[src/hw/rtl/hrdip_pkg.sv]
`timescale 1ns / 1ps
// ----------------------------------------------------------------------------
// hrdip_pkg
// Shared beat types and item codes for the HID report descriptor item parser.
// ----------------------------------------------------------------------------
package hrdip_pkg;

    // One descriptor byte with its framing flags.
    typedef struct packed {
        logic [7:0] data_byte;
        logic       first_byte;
        logic       last_byte;
    } byte_beat_t;

    // One parsed item together with the tracked parser context.
    typedef struct packed {
        logic        is_long;
        logic [1:0]  item_type;
        logic [7:0]  item_tag;
        logic [7:0]  data_size;
        logic [31:0] item_value;
        logic [3:0]  nest_depth;
        logic [31:0] usage_page;
        logic [31:0] usage_id;
        logic        truncated;
    } result_beat_t;

    // Prefix byte that opens a long item.
    localparam logic [7:0] LONG_PREFIX = 8'hFE;

    // Short item size code that stands for four data bytes.
    localparam logic [1:0] SIZE_CODE_FOUR = 2'd3;

    // Short item types.
    localparam logic [1:0] TYPE_MAIN   = 2'd0;
    localparam logic [1:0] TYPE_GLOBAL = 2'd1;
    localparam logic [1:0] TYPE_LOCAL  = 2'd2;

    // Short item tags of interest.
    localparam logic [3:0] TAG_COLLECTION     = 4'hA;
    localparam logic [3:0] TAG_END_COLLECTION = 4'hC;
    localparam logic [3:0] TAG_USAGE_PAGE     = 4'h0;
    localparam logic [3:0] TAG_USAGE          = 4'h0;

    // Hardware limit of the nesting depth counter.
    localparam int DEPTH_CEILING = 15;

endpackage

[src/hw/rtl/hid_report_descriptor_item_parser_core.sv]
`timescale 1ns / 1ps
// ----------------------------------------------------------------------------
// hid_report_descriptor_item_parser_core
// Splits a HID report descriptor byte stream into short and long items,
// tracking collection depth and the latest usage page and usage.
// ----------------------------------------------------------------------------
//
//  Channel   Direction  Handshake                      Payload
//  -------   ---------  -----------------------------  -------------------
//  byte      in         byte_valid / byte_ready        byte_data (byte_beat_t)
//  result    out        result_valid / result_ready    result_data (result_beat_t)
//
// One descriptor byte is taken per cycle; its item result, if any, shows up on
// the result register in the next cycle. The only loop is the parse state
// register, updated once per byte.
// A byte is taken whenever the result register is empty or being drained,
// so a stalled result blocks new bytes only while it is held.
// Reset returns the parser to expect a prefix byte with zero depth and latches.
//
module hid_report_descriptor_item_parser_core
    import hrdip_pkg::*;
#(
    parameter int MAX_DEPTH = 15
)
(
    input  logic         clk,
    input  logic         rst_n,
    input  logic         byte_valid,
    output logic         byte_ready,
    input  byte_beat_t   byte_data,
    output logic         result_valid,
    input  logic         result_ready,
    output result_beat_t result_data
);

    localparam int DepthLimit = (MAX_DEPTH < DEPTH_CEILING) ? MAX_DEPTH : DEPTH_CEILING;

    typedef enum logic [2:0] {
        PH_PREFIX,
        PH_SHORT_DATA,
        PH_LONG_SIZE,
        PH_LONG_TAG,
        PH_LONG_DATA
    } phase_t;

    phase_t       phase_reg,      phase_next, phase_cur;
    logic [7:0]   bytes_left_reg, bytes_left_next;
    logic [7:0]   prefix_reg,     prefix_next;
    logic [31:0]  value_reg,      value_next;
    logic [1:0]   pos_reg,        pos_next;
    logic [7:0]   long_size_reg,  long_size_next;
    logic [7:0]   long_tag_reg,   long_tag_next;
    logic [3:0]   depth_reg,      depth_next, depth_cur;
    logic [31:0]  page_reg,       page_next,  page_cur;
    logic [31:0]  usage_reg,      usage_next, usage_cur;

    logic         result_valid_reg;
    result_beat_t result_reg, result_next;

    logic         accept;
    logic         emit;
    logic         short_done;
    logic         long_done;
    logic [7:0]   b;
    logic [7:0]   long_dec;
    logic [1:0]   short_type;
    logic [3:0]   short_tag;
    logic [7:0]   short_size;

    assign b            = byte_data.data_byte;
    assign byte_ready   = !result_valid_reg || result_ready;
    assign accept       = byte_valid && byte_ready;
    assign result_valid = result_valid_reg;
    assign result_data  = result_reg;

    // A first byte starts from a clean parser and cleared context.
    always_comb
    begin
        phase_cur = byte_data.first_byte ? PH_PREFIX : phase_reg;
        depth_cur = byte_data.first_byte ? 4'd0 : depth_reg;
        page_cur  = byte_data.first_byte ? 32'd0 : page_reg;
        usage_cur = byte_data.first_byte ? 32'd0 : usage_reg;
    end

    assign long_dec = (bytes_left_reg != 8'd0) ? bytes_left_reg - 8'd1 : bytes_left_reg;

    // Parse step for one byte.
    always_comb
    begin
        phase_next      = phase_cur;
        bytes_left_next = bytes_left_reg;
        prefix_next     = prefix_reg;
        value_next      = value_reg;
        pos_next        = pos_reg;
        long_size_next  = long_size_reg;
        long_tag_next   = long_tag_reg;
        short_done      = 1'b0;
        long_done       = 1'b0;
        unique case (phase_cur)
            PH_PREFIX:
            begin
                if (b == LONG_PREFIX)
                begin
                    phase_next = PH_LONG_SIZE;
                end
                else
                begin
                    prefix_next     = b;
                    value_next      = 32'd0;
                    pos_next        = 2'd0;
                    bytes_left_next = (b[1:0] == SIZE_CODE_FOUR) ? 8'd4 : {6'd0, b[1:0]};
                    if (b[1:0] == 2'd0)
                    begin
                        short_done = 1'b1;
                    end
                    else
                    begin
                        phase_next = PH_SHORT_DATA;
                    end
                end
            end
            PH_SHORT_DATA:
            begin
                value_next      = value_reg | ({24'd0, b} << {pos_reg, 3'b000});
                pos_next        = pos_reg + 2'd1;
                bytes_left_next = bytes_left_reg - 8'd1;
                short_done      = (bytes_left_reg == 8'd1);
            end
            PH_LONG_SIZE:
            begin
                long_size_next = b;
                phase_next     = PH_LONG_TAG;
            end
            PH_LONG_TAG:
            begin
                long_tag_next   = b;
                bytes_left_next = long_size_reg;
                if (long_size_reg == 8'd0)
                begin
                    long_done = 1'b1;
                end
                else
                begin
                    phase_next = PH_LONG_DATA;
                end
            end
            PH_LONG_DATA:
            begin
                bytes_left_next = long_dec;
                long_done       = (long_dec == 8'd0);
            end
            default:
            begin
                phase_next = PH_PREFIX;
            end
        endcase
    end

    assign short_type = prefix_next[3:2];
    assign short_tag  = prefix_next[7:4];
    assign short_size = (prefix_next[1:0] == SIZE_CODE_FOUR) ? 8'd4 : {6'd0, prefix_next[1:0]};

    // Context update and result assembly.
    always_comb
    begin
        depth_next  = depth_cur;
        page_next   = page_cur;
        usage_next  = usage_cur;
        emit        = 1'b0;
        result_next = '0;
        if (short_done)
        begin
            emit                  = 1'b1;
            result_next.item_type = short_type;
            result_next.item_tag  = {4'd0, short_tag};
            result_next.data_size = short_size;
            result_next.item_value = value_next;
            if (short_type == TYPE_MAIN && short_tag == TAG_COLLECTION)
            begin
                if (depth_cur < 4'(DepthLimit))
                begin
                    depth_next = depth_cur + 4'd1;
                end
            end
            else if (short_type == TYPE_MAIN && short_tag == TAG_END_COLLECTION)
            begin
                if (depth_cur != 4'd0)
                begin
                    depth_next = depth_cur - 4'd1;
                end
            end
            else if (short_type == TYPE_GLOBAL && short_tag == TAG_USAGE_PAGE)
            begin
                page_next = value_next;
            end
            else if (short_type == TYPE_LOCAL && short_tag == TAG_USAGE)
            begin
                usage_next = value_next;
            end
        end
        else if (long_done)
        begin
            emit                 = 1'b1;
            result_next.is_long  = 1'b1;
            result_next.item_tag = long_tag_next;
            result_next.data_size = long_size_next;
        end
        else if (byte_data.last_byte)
        begin
            // The descriptor ended inside an item.
            emit                  = 1'b1;
            result_next.truncated = 1'b1;
            if (phase_next == PH_SHORT_DATA)
            begin
                result_next.item_type  = short_type;
                result_next.item_tag   = {4'd0, short_tag};
                result_next.data_size  = {6'd0, pos_next};
                result_next.item_value = value_next;
            end
            else if (phase_next == PH_LONG_DATA)
            begin
                result_next.is_long   = 1'b1;
                result_next.item_tag  = long_tag_next;
                result_next.data_size = long_size_next - bytes_left_next;
            end
            else
            begin
                result_next.is_long = 1'b1;
            end
        end
        result_next.nest_depth = depth_next;
        result_next.usage_page = page_next;
        result_next.usage_id   = usage_next;
    end

    // Parse state and result register.
    always_ff @(posedge clk or negedge rst_n)
    begin
        if (!rst_n)
        begin
            phase_reg        <= PH_PREFIX;
            bytes_left_reg   <= 8'd0;
            depth_reg        <= 4'd0;
            page_reg         <= 32'd0;
            usage_reg        <= 32'd0;
            result_valid_reg <= 1'b0;
        end
        else
        begin
            if (accept)
            begin
                phase_reg        <= (emit) ? PH_PREFIX : phase_next;
                bytes_left_reg   <= bytes_left_next;
                depth_reg        <= depth_next;
                page_reg         <= page_next;
                usage_reg        <= usage_next;
                result_valid_reg <= emit;
            end
            else if (result_ready)
            begin
                result_valid_reg <= 1'b0;
            end
        end
    end

    // Item payload holders need no reset.
    always_ff @(posedge clk)
    begin
        if (accept)
        begin
            prefix_reg    <= prefix_next;
            value_reg     <= value_next;
            pos_reg       <= pos_next;
            long_size_reg <= long_size_next;
            long_tag_reg  <= long_tag_next;
            if (emit)
            begin
                result_reg <= result_next;
            end
        end
    end

endmodule

[config.mk]
export PLATFORM = sky130hd
export DESIGN_NAME = hid_report_descriptor_item_parser_core
export DESIGN_NICKNAME = d
export VERILOG_FILES = /design/src/hw/rtl/hrdip_pkg.sv /design/src/hw/rtl/hid_report_descriptor_item_parser_core.sv
export SDC_FILE = /design/constraint.sdc
export NUM_CORES = 1
export LEC_CHECK = 0
export ABC_AREA = 1
export BUFFER_PORTS_ARGS = -buffer_cell sky130_fd_sc_hd__buf_2
export CORE_UTILIZATION = 55
export CTS_BUF_LIST = sky130_fd_sc_hd__clkbuf_2
export CTS_CLUSTER_SIZE = 30
export DETAILED_ROUTE_END_ITERATION = 7
export PLACE_DENSITY_LB_ADDON = 0.1
export RECOVER_POWER = 100
export SYNTH_ARGS = -nofsm -noshare
export SYNTH_HDL_FRONTEND = slang
export SYNTH_SLANG_ARGS = --single-unit
[constraint.sdc]
create_clock -name clk -period 7.48 [get_ports clk]
set_input_delay 1.496 -clock clk [delete_from_list [all_inputs] [get_ports clk]]
set_output_delay 1.496 -clock clk [all_outputs]
set_load 0.03 [all_outputs]
# ---- After elaboration in Yosys (flattened, before gate mapping)
# Cells that the tools add are included.
dict set report word_totals {
  reg_bits 258
  in_bits 14
  out_inout_bits 122
  word_cells 119
}
dict set report classes {
  n_addsub 5
  magnitude_cmp 1
  n_eq_ne 14
  shift 1
  mux 57
  n_bitwise 1
  reduce_logical 19
}
# operator count
set ops {}
lappend ops {{$mux 32} 14}
lappend ops {{$pmux 32 s2} 1}
lappend ops {{$mux 51} 1}
lappend ops {{$mux 50} 1}
lappend ops {{$mux 16} 3}
lappend ops {{$mux 8} 6}
lappend ops {{$or 32x32->32} 1}
lappend ops {{$pmux 8 s4} 1}
lappend ops {{$shl 8x5->32} 1}
lappend ops {{$mux 4} 6}
lappend ops {{$mux 3} 7}
lappend ops {{$logic_not 8->1} 2}
lappend ops {{$pmux 3 s4} 1}
lappend ops {{$mux 1} 10}
lappend ops {{$eq 4x4->1 const B} 2}
lappend ops {{$eq 8x1->1 const B} 1}
lappend ops {{$eq 8x8->1 const B} 1}
lappend ops {{$reduce_bool 8->1} 1}
lappend ops {{$sub 8x1->8 const B} 1}
lappend ops {{$sub 8x8->8} 1}
lappend ops {{$eq 2x2->1 const B} 3}
lappend ops {{$eq 3x1->1 const B} 2}
lappend ops {{$eq 3x2->1 const B} 2}
lappend ops {{$eq 3x3->1 const B} 2}
lappend ops {{18 further kinds} 27}

# ---- Logic depth before layout (Yosys ltp)
# Gate-level depths: netlist of run 1.
dict set report logic_depth {
  word_depth 10
  depth_mapped 23
  ltp_nobuf 20
}

# ---- Worst setup path before layout of run 1
# Ideal clock, no wire load.
dict set report synth_path {
  kind {input-to-reg}
  from {in byte_data[1] in the netlist's numbering}
  to {reg result_reg (netlist bit result_data[0]), enable pin}
  setup_time_ps 473
  arrival_ps 4870
  required_time_ps 7007
  path_slack_ps 2136
  path_stages 12
  path_buffers 0
  cell_sequence {inv_2 > nand2_1 > nand2_2 > nor2_8 > nand2_1 > nand2_1 > inv_2 > nand3_1 > inv_1 > nand2_1 > nand2_1 > inv_1}
}
dict set report synth_via {
  elab_chain_cells 6
  word_cells_on_any_way 10
}
# item line_no
set synth_rtl {}
lappend synth_rtl {{start: declaration} hid_report_descriptor_item_parser_core.sv:30} ;# input byte_beat_t byte_data,
lappend synth_rtl {{$mux 3 *} hid_report_descriptor_item_parser_core.sv:79} ;# phase_cur = byte_data.first_byte ? PH_PREFIX : phase_reg;
lappend synth_rtl {{$eq 3x3->1 or $eq 3x2->1 (tied branches)} hid_report_descriptor_item_parser_core.sv:99} ;# unique case (phase_cur)
lappend synth_rtl {{$pmux 1 s2} hid_report_descriptor_item_parser_core.sv:99}
lappend synth_rtl {{$mux 1} hid_report_descriptor_item_parser_core.sv:201} ;# else if (long_done)
lappend synth_rtl {{$mux 1 *} hid_report_descriptor_item_parser_core.sv:171} ;# if (short_done)
lappend synth_rtl {{$reduce_and 2->1 (no source line) *} --}
lappend synth_rtl {{end signal: assignment} hid_report_descriptor_item_parser_core.sv:278} ;# result_reg <= result_next;
lappend synth_rtl {{end: declaration} hid_report_descriptor_item_parser_core.sv:58} ;# result_beat_t result_reg, result_next;
# Every way passes the cells marked *; elsewhere a longest branch is shown, timed or not.
# A chain may end at the register's enable or synchronous reset.

# ---- Worst setup path after layout of run 1
dict set report layout_path {
  from {in byte_data[1] in the netlist's numbering}
  to {reg result_reg (netlist bit result_data[107]) (data pin)}
}
dict set report layout_via {
  elab_chain_cells 10
  word_cells_on_any_way 23
}
# item line_no
set layout_rtl {}
lappend layout_rtl {{$mux 3 *} hid_report_descriptor_item_parser_core.sv:79}
lappend layout_rtl {{branches (longest 8 deep; another with $sub 8x8->8)} --}
lappend layout_rtl {{$mux 50 *} hid_report_descriptor_item_parser_core.sv:171}
# Mark *: on every way between the ends.

==> metrics.txt, run 1 <==
Critical Path End Type flip-flop; most common cell after layout, fill and taps aside nand2_1; hold path cells 2; Post-CTS Setup Inserts 0; Worst-path clk slew 90 ps; Worst R2R Path Depth 4; Hold Slack 485 ps; Final Hold Fails 0; skew final 65.6 ps; cell count after synthesis 1390; critical path startpoint category primary input; filler instances 2090; Tmin final 5620 ps; first-pass GRT wire length 49100 um; Synth Register Bits 258; CORE AREA 22100 sq um; sequential element share of the synthesized area 58.4%; initial drt markers 703; gr ovfl total 0; Via Count 9741; GRT Resource Usage Total 26.7%; WS Path Type in2reg; Synth Flop Type edfxtp_1; Cell variety after synth 45; maximum VDD drop 0.000128 V; leakage power 6.17 nW; EDFF count, synth 178; Final nets 1576; root buf cell clkbuf_2; worst hold start usage_reg[31]; Worst EP required 8030 ps; final non-filler cell total 1886; # IOs 136; area grow syn2layout 8.55%; critical-path maximum fanout 28; std cell rows 54; FFs w/ async S/R, synth 31.0%; WL final 30800 um; initial antenna violation count 1; # setup viols final 0; capturing point of the worst reg2reg path value_reg[9]; vias per cell 5.16; most frequent cells in the layout nand2_1 (436), inv_1 (201), edfxtp_1 (178); post-synthesis area per instance 9.05 sq um; Mapped Area 12600 sq um; Bufs on Longest Clock Path 3; Die H 153 um; Worst Hold End usage_reg[31]; max-slew violations 224; Pwr Total 3.17 mW; TritonCTS clock tree done; Largest register FFs 120; Clk Latency, worst-skew pair 850 ps; RR Startpoint result_valid; die area 23500 sq um; WL per Instance 16.3 um; Sum Neg Setup Slack 0 ps; Multi-input gate area 3930 sq um; HP Class reg2reg; Period Utilization, post-route 75.1%; DR DRC count 0; Yosys Warn Count 0; Initial Utilization 56.9%; largest cells by area after synthesis edfxtp_1 (42%), dfrtp_1 (16%), nand2_1 (13%); maxcap violations 4; Synth area leader edfxtp_1; Worst Tran Pin Value 2980 ps; FMAX 0.178 GHz; Syn Nets 1417; CTS sink cnt 258; status finished, violations left; DIE WIDTH 153 um; cts hold-fix bufs 0; pwr dens 232 nW/um^2; failing checks max-capacitance violations, max-slew violations; vias in the first global route 9407; GPL Wtd Cong 0.898; port buffer count 135; FF/Latch Area 7350 sq um; ratio of cells with drive above 1 in the final layout 9.53%; H-tree depth 3; Pre-Repair DR Iteration Count 5; flop-to-flop setup slack 2720 ps; placed instance count 1758; RSZ-0062 raised after global routing false; post-route ant nets 0; CP arrival 6170 ps; TritonCTS Buffers 69; post-DP HPWL 19500 um; Yosys top cell area share 42.5%; Max transition margin -98.5%; largest net degree at the start of global routing 80; PostCTS Resize Cnt 0
-- synth_stat cells, types with 3 or more instances --
| library cell | number |
|---|---|
| nand2_1 | 434 |
| o21ai_2 | 63 |
| inv_1 | 196 |
| o21a_1 | 4 |
| o21ai_0 | 47 |
| a31o_2 | 9 |
| nor2_2 | 3 |
| ha_1 | 12 |
| xor2_1 | 7 |
| o22ai_1 | 3 |
| nor2_1 | 147 |
| o21ai_1 | 3 |
| buf_4 | 7 |
| nand4_1 | 8 |
| buf_6 | 5 |
| nor4_1 | 5 |
| inv_2 | 12 |
| a21oi_1 | 34 |
| a221oi_1 | 4 |
| edfxtp_1 | 178 |
| nand3_1 | 59 |
| dfrtp_1 | 80 |
| buf_1 | 7 |
| buf_2 | 8 |
| clkbuf_1 | 23 |
| xnor2_1 | 3 |
| nand2_4 | 3 |
-- cells by family after synthesis --
family,count (synthesis),share of synthesized area [%]
AOI/OAI and AO/OA,176,9.60
xor gates and xnor gates,10,0.696
adders and majority gates,13,1.35
buffers and inverters,261,8.39
DFF,258,58.4
and+or+nand+nor,672,21.6
-- report_power, final --
part | internal [mW] | switching [mW]
Sequential | 1.61 | 0.0297
Clock | 0.446 | 0.597
Combinational | 0.108 | 0.376
Total | 2.17 | 1.00
-- worst max path at each step --
stage,slack (ps),to,start,depth (start not counted)
floorplan,2140,result_data[0],byte_data[1],12
global placement,2540,result_data[49],byte_data[1],13
detailed placement,2330,result_data[88],byte_data[1],13
CTS,3230,result_data[16],byte_data[1],13
global route,1500,result_data[107],byte_data[1],21
finish,1860,result_data[107],byte_data[1],21
-- critical path: stages --
cell	delay, ps
clkbuf_1	730
inv_1	320
nand2_1	160
nand2_1	150
nor2_8	180
nand2_1	560
inv_1	740
nand3_1	140
o2111ai_1	140
o21bai_1	190
inv_1	80
ha_1	330
inv_1	80
nor2_1	50
o21ai_0	170
nand2_1	110
nand2_1	70
nand2_1	50
a21oi_1	150
xor2_1	160
o21ai_0	90
-- cell type report --
type | instances | share of cell area [%]
diodes | 1 | 0.0183
clock buffers | 105 | 3.85
clock inverters | 22 | 1.09
inverters | 209 | 5.77
multi-input cells | 871 | 28.8
flip-flops and latches | 258 | 53.8
well taps | 280 | 2.57
repair buffers | 140 | 4.13
-- metrics by stage --
| stage | cell area [sq um] | util, % | setup slack [ps] |
|---|---|---|---|
| 2_1_floorplan | 12600 | - | 2140 |
| 3_3_place_gp | 13400 | 60.6 | 2540 |
| 6_report | 13700 | 61.8 | 1860 |
| 4_1_cts | 14100 | 63.7 | 3230 |
| 5_1_grt | 13700 | 61.8 | 1500 |
| 3_5_place_dp | 13400 | 60.6 | 2330 |
-- layer usage --
metal | vias to the layer above | share of wire [%] | GRT usage, %
li1 | 4812 | - | -
met1 | 4545 | 45 | 35.6
met2 | 311 | 46 | 42.0
met3 | 73 | 5.8 | 5.64
met4 | 0 | 3.2 | 12.3
met5 | - | 0 | 0
Note: power is estimated with default switching activity, not from simulation.
==> run 2: changes to the inputs <==
--- a/config.mk
+++ b/config.mk
@@ -5,7 +5,7 @@
 export SDC_FILE = /design/constraint.sdc
 export NUM_CORES = 1
 export LEC_CHECK = 0
-export ABC_AREA = 1
+export ABC_AREA = 0
 export BUFFER_PORTS_ARGS = -buffer_cell sky130_fd_sc_hd__buf_2
 export CORE_UTILIZATION = 55
 export CTS_BUF_LIST = sky130_fd_sc_hd__clkbuf_2
==> constraint.sdc (replaced) <==
create_clock -name clk -period 4.5 [get_ports clk]
set_input_delay 0.9 -clock clk [delete_from_list [all_inputs] [get_ports clk]]
set_output_delay 0.9 -clock clk [all_outputs]
set_load 0.03 [all_outputs]
==> run 2 against run 1 <==
Against the previous run:
- power rose by 66%
- critical endpoint is now result_data[112]
- sequential share of layout area rose by 2.5 points
- critical path type is now reg2reg
- cell count fell by 22%
- non-clock buffer count rose by 26
- clock skew rose by 9.4 ps
- via count fell by 11%
- register-to-register slack got worse by 2300 ps
- sequential cell count did not move
- the flow still finishes with violations (max-capacitance violations, max-slew violations)
- core utilization rose by 0.45 points
- setup slack got worse by 1500 ps
==> metrics.txt, run 2 <==
maximum VDD drop 0.000294 V; Final Hold Fails 0; vias in the first global route 8113; Mapped Area 11700 sq um; root buf cell clkbuf_2; DIE WIDTH 148 um; FMAX 0.244 GHz; max-slew violations 57; critical-path maximum fanout 38; Tmin final 4090 ps; die area 21900 sq um; Post-DP Area 12700 sq um; skew final 75.0 ps; Initial Utilization 55.9%; EDFF count, synth 178; # IOs 136; Critical Path End Type flip-flop; Clk Latency, worst-skew pair 880 ps; initial antenna violation count 1; Via Count 8668; Die H 148 um; Yosys top cell area share 45.6%; cts hold-fix bufs 0; gr ovfl total 0; Hold Slack 249 ps; H-tree depth 2; critical path startpoint category flip-flop; # setup viols final 0; Final nets 1162; Worst-path clk slew 110 ps; Synth Flop Type edfxtp_1; vias per cell 5.92; RSZ-0062 raised after global routing false; Final Cell Area 13000 sq um; Yosys Warn Count 0; FFs w/ async S/R, synth 31.0%; PostCTS Resize Cnt 0; post-route ant nets 0; failing checks max-capacitance violations, max-slew violations; pwr dens 402 nW/um^2; maxcap violations 1; Synth top cells by count edfxtp_1 (178), nand2_1 (124), dfrtp_1 (80); WL per Instance 20.0 um; ratio of cells with drive above 1 in the final layout 12.4%; Worst EP required 5060 ps; Synth Register Bits 258; status finished, violations left; most common cell in the netlist edfxtp_1; Internal 3.53 mW; Syn Nets 1001; CORE AREA 21000 sq um; Cell variety after synth 69; WS Path Type reg2reg; Worst Tran Pin Value 3300 ps; sequential element share of the synthesized area 62.7%; Psw 1.72 mW; post-synthesis area per instance 12.0 sq um; Clock power frac 28.3%; GRT Resource Usage Total 27.3%; WL final 29300 um; Pre-Repair DR Iteration Count 5; largest cells by area after synthesis edfxtp_1 (46%), dfrtp_1 (17%), a22o_1 (4.8%); register share of total power 53.4%; Logic pwr share 18.3%; post-DP HPWL 18800 um; CP arrival 4650 ps; Bufs on Longest Clock Path 3; first-pass GRT wire length 45700 um; Period Utilization, post-route 90.9%; Largest register FFs 120; DR DRC count 0; leakage power 5.21 nW; GPL Wtd Cong 0.879; TritonCTS Buffers 61; most frequent cells in the layout edfxtp_1 (178), clkbuf_1 (132), nand2_1 (124); Max transition margin -120%; CTS sink cnt 258; cell count after synthesis 974; most common cell after layout, fill and taps aside edfxtp_1; Sum Neg Setup Slack 0 ps; std cell rows 53; largest net degree at the start of global routing 63; port buffer count 135; initial drt markers 809; TritonCTS clock tree done; Post-CTS Setup Inserts 0; area grow syn2layout 11.4%; switching portion of total power 32.8%; Synth area leader edfxtp_1; HP Class in2reg
-- run 2: changes by cell type after synthesis, moves of 49 or more --
cell and delta:
a22o_1 +64, inv_1 -169, nand2_1 -310, nand3_1 -49, nor2_1 -99, o21ai_2 -63
-- run 2: area by class of cell --
type / instances / area, sq um
diodes: 1 / 2.50
clock inverters: 28 / 119
flip-flops and latches: 258 / 7350
inverters: 28 / 105
fillers: 1813 / 7910
repair buffers: 166 / 753
multi-input cells: 620 / 3940
well taps: 275 / 344
clock buffers: 88 / 440
-- run 2: worst paths after layout --
path,from,endpoint,slack [ps],cells past startpoint
worst max-delay path,phase_reg[1],result_data[112],410,6
worst min-delay path,byte_valid,result_valid,250,3
worst max register to register,phase_reg[1],result_data[112],410,6
worst min register to register,usage_reg[22],usage_reg[22],500,1
max in group asynchronous,rst_n,page_reg[19],1350,2
min in group asynchronous,rst_n,depth_reg[2],1110,1
-- run 2: critical path: stages, from the launching register on --
cell	delay [ps]
dfrtp_1	610
nor3_1	120
o22ai_1	800
o21ai_0	470
a21oi_2	220
dlymetal6s4s_1	1180
a2bb2o_1	370
-- run 2: logic make-up after synthesis --
family	count (synthesis)	share of synthesized area (%)
xor+xnor	9	0.673
simple gates	296	12.4
compound gates	274	16.6
mux	28	2.59
flops	258	62.7
fa+ha+maj	13	1.45
buf+inv	96	3.45
-- run 2: power groups by stage --
stage	Clock [mW]	Sequential (mW)	Combinational [mW]
finish	1.48	2.81	0.960
global route	1.64	2.82	1.05
CTS	1.52	2.80	0.990
detailed placement	0	2.85	0.987
global placement	0	2.85	0.987
floorplan	0	2.95	0.590
-- run 2: metal layers --
layer  GRT usage [%]  vias to the layer above  share of wire, %  routed length (um)
li1                -                     4026                 -                   -
met1            41.1                     4203                46               13400
met2            40.4                      388                45               13200
met3            5.31                       51               7.2                2100
met4            7.99                        0               1.9                 561
met5               0                        -                 0                   0
-- run 2: through the flow --
stage,utilization (%),instances,total power [mW],worst slack [ps]
floorplan,-,974,3.54,59.7
global placement,60.8,1347,3.84,333
CTS,63.5,1463,5.31,732
finish,62.3,1464,5.25,408
global route,62.3,1464,5.52,134
detailed placement,60.8,1347,3.84,241
==> run 3: changes to the inputs <==
==> constraint.sdc (replaced) <==
create_clock -name clk -period 4.5 [get_ports clk]
set_input_delay 0.45 -clock clk [delete_from_list [all_inputs] [get_ports clk]]
set_output_delay 0.45 -clock clk [all_outputs]
set_load 0.03 [all_outputs]
==> run 3 against run 2 <==
Against the previous run:
- the run still ends with max-capacitance violations, max-slew violations left
- cell area grew 0.13%
- non-clock buffer count fell by 4
- global-route usage shrank 0.36 points
- critical path type unchanged
==> metrics.txt, run 3 (synthesis gave the netlist of run 2 again) <==
status finished, violations left; failing checks max-capacitance violations, max-slew violations; met2 usage 39.2%; Internal 3.65 mW; Final nets 1164; Worst Tran Pin Value 2750 ps; # IOs 136; capturing point of the worst reg2reg path result_data[39]; register share of total power 52.2%; post-route ant nets 0; Tmin final 4090 ps; DR DRC count 0; H-tree depth 3; TritonCTS Buffers 67; CTS sink cnt 258; most common cell after layout, fill and taps aside edfxtp_1; WL final 28900 um; RSZ-0062 raised after global routing false; CP arrival 4570 ps; Die H 148 um; maximum VDD drop 0.000225 V; Max transition margin -83.3%; post-DP HPWL 18300 um; ratio of cells with drive above 1 in the final layout 13.2%; first-pass GRT wire length 44900 um; Worst R2R Path Depth 8; PostCTS Resize Cnt 0; Worst-path clk slew 100 ps; pwr dens 411 nW/um^2; Psw 1.73 mW; Initial Utilization 55.9%; leakage power 5.22 nW; Final Hold Fails 0; most frequent cells in the layout edfxtp_1 (178), clkbuf_1 (130), nand2_1 (124); HP Class in2reg; hold path cells 3; skew final 52.4 ps; Largest register FFs 120; initial antenna violation count 1; Critical Path End Type flip-flop; Period Utilization, post-route 90.8%; DIE WIDTH 148 um; std cell rows 53; RR Startpoint phase_reg[1]; Worst Hold End prefix_reg[7]; met3 Use GR 5.65%; switching portion of total power 32.1%; Sum Neg Setup Slack 0 ps; Pre-Repair DR Iteration Count 5; vias in the first global route 8096; met1 GRT Util 39.7%; WL per Instance 19.7 um; vias per cell 5.93; FMAX 0.245 GHz; GR peak layer met1; Clk Latency, worst-skew pair 830 ps; Final Core Density 62.4%; max-slew violations 156; Logic pwr share 17.7%; largest net degree at the start of global routing 63; area grow syn2layout 11.6%; TritonCTS clock tree done; GRT Resource Usage Total 27.0%; flop-to-flop setup slack 410 ps; setup ws final 414 ps; die area 21900 sq um; GPL Wtd Cong 0.924; Via Count 8677; critical path startpoint category flip-flop; Bufs on Longest Clock Path 3; CORE AREA 21000 sq um; Clock power frac 30.1%; maxcap violations 4; critical-path maximum fanout 62; port buffer count 135; # setup viols final 0; root buf cell clkbuf_2; WS Path Type reg2reg; worst hold start byte_data[9]; DP Worst Slack 696 ps; initial drt markers 785; Worst EP required 4990 ps; gr ovfl total 0
run 3: cell count changes in the layout (fill, tap and decap cells not counted), sizes merged:
cell / previous run / this run
clkinv: 28 / 13
clkbuf: 225 / 236
dlygate4sd3: 0 / 4
dlymetal6s4s: 1 / 0
buf: 28 / 24
bufinv: 0 / 1
clkinvlp: 0 / 4
run 3: repair_timing:
item,in CTS,in global routing
hold buffers,4,0
buffers inserted,0,0
hold endpoints to repair,46,0
endpoints found under the setup margin,0,0
run 3: cell type report:
class                      count  area [sq um]
sequential                   258          7350
clock inverter                18           110
fill                        1796          7890
multi-input combinational    620          3920
antenna                        1          2.50
timing repair buffer         162           723
tap                          275           344
inverter                      28           105
clock buffer                 102           510
run 3: worst max-delay path by stage:
stage | depth (start not counted) | from | slack (ps) | end
2_1_floorplan | 5 | result_valid | 460 | result_data[0]
3_3_place_gp | 13 | byte_data[1] | 720 | result_data[108]
3_5_place_dp | 14 | byte_data[2] | 700 | result_data[107]
4_1_cts | 13 | bytes_left_reg[4] | 770 | result_data[107]
5_1_grt | 13 | phase_reg[1] | 220 | result_data[107]
6_report | 8 | phase_reg[1] | 410 | result_data[39]
run 3: power by group through the flow:
stage	Clock (mW)	Sequential, mW	Combinational, mW
after floorplan	0	2.95	0.590
after global placement	0	2.85	0.962
after detailed placement	0	2.85	0.968
after CTS	1.67	2.80	0.979
after global routing	1.80	2.82	1.04
final	1.62	2.80	0.953
run 3: metrics by stage:
step | power (mW) | cells | hold WS, ps | cell area (sq um)
floorplan | 3.54 | 974 | 154 | 11700
global placement | 3.81 | 1339 | 475 | 12700
detailed placement | 3.81 | 1339 | 478 | 12700
CTS | 5.45 | 1463 | 132 | 13300
global route | 5.66 | 1464 | 163 | 13100
finish | 5.37 | 1464 | 206 | 13100
run 3: critical path, stage by stage (launching register included):
cell	delay (ps)
dfrtp_1	520
or3_1	530
a2bb2oi_1	470
o22ai_1	320
inv_1	140
nand2_1	90
nor4_1	370
clkbuf_2	970
o21ai_0	340
run 3: layer usage:
layer,vias to the layer above,wire [um]
met4,0,640
li1,4018,-
met1,4198,13300
met2,420,12800
met3,41,2190
met5,-,0
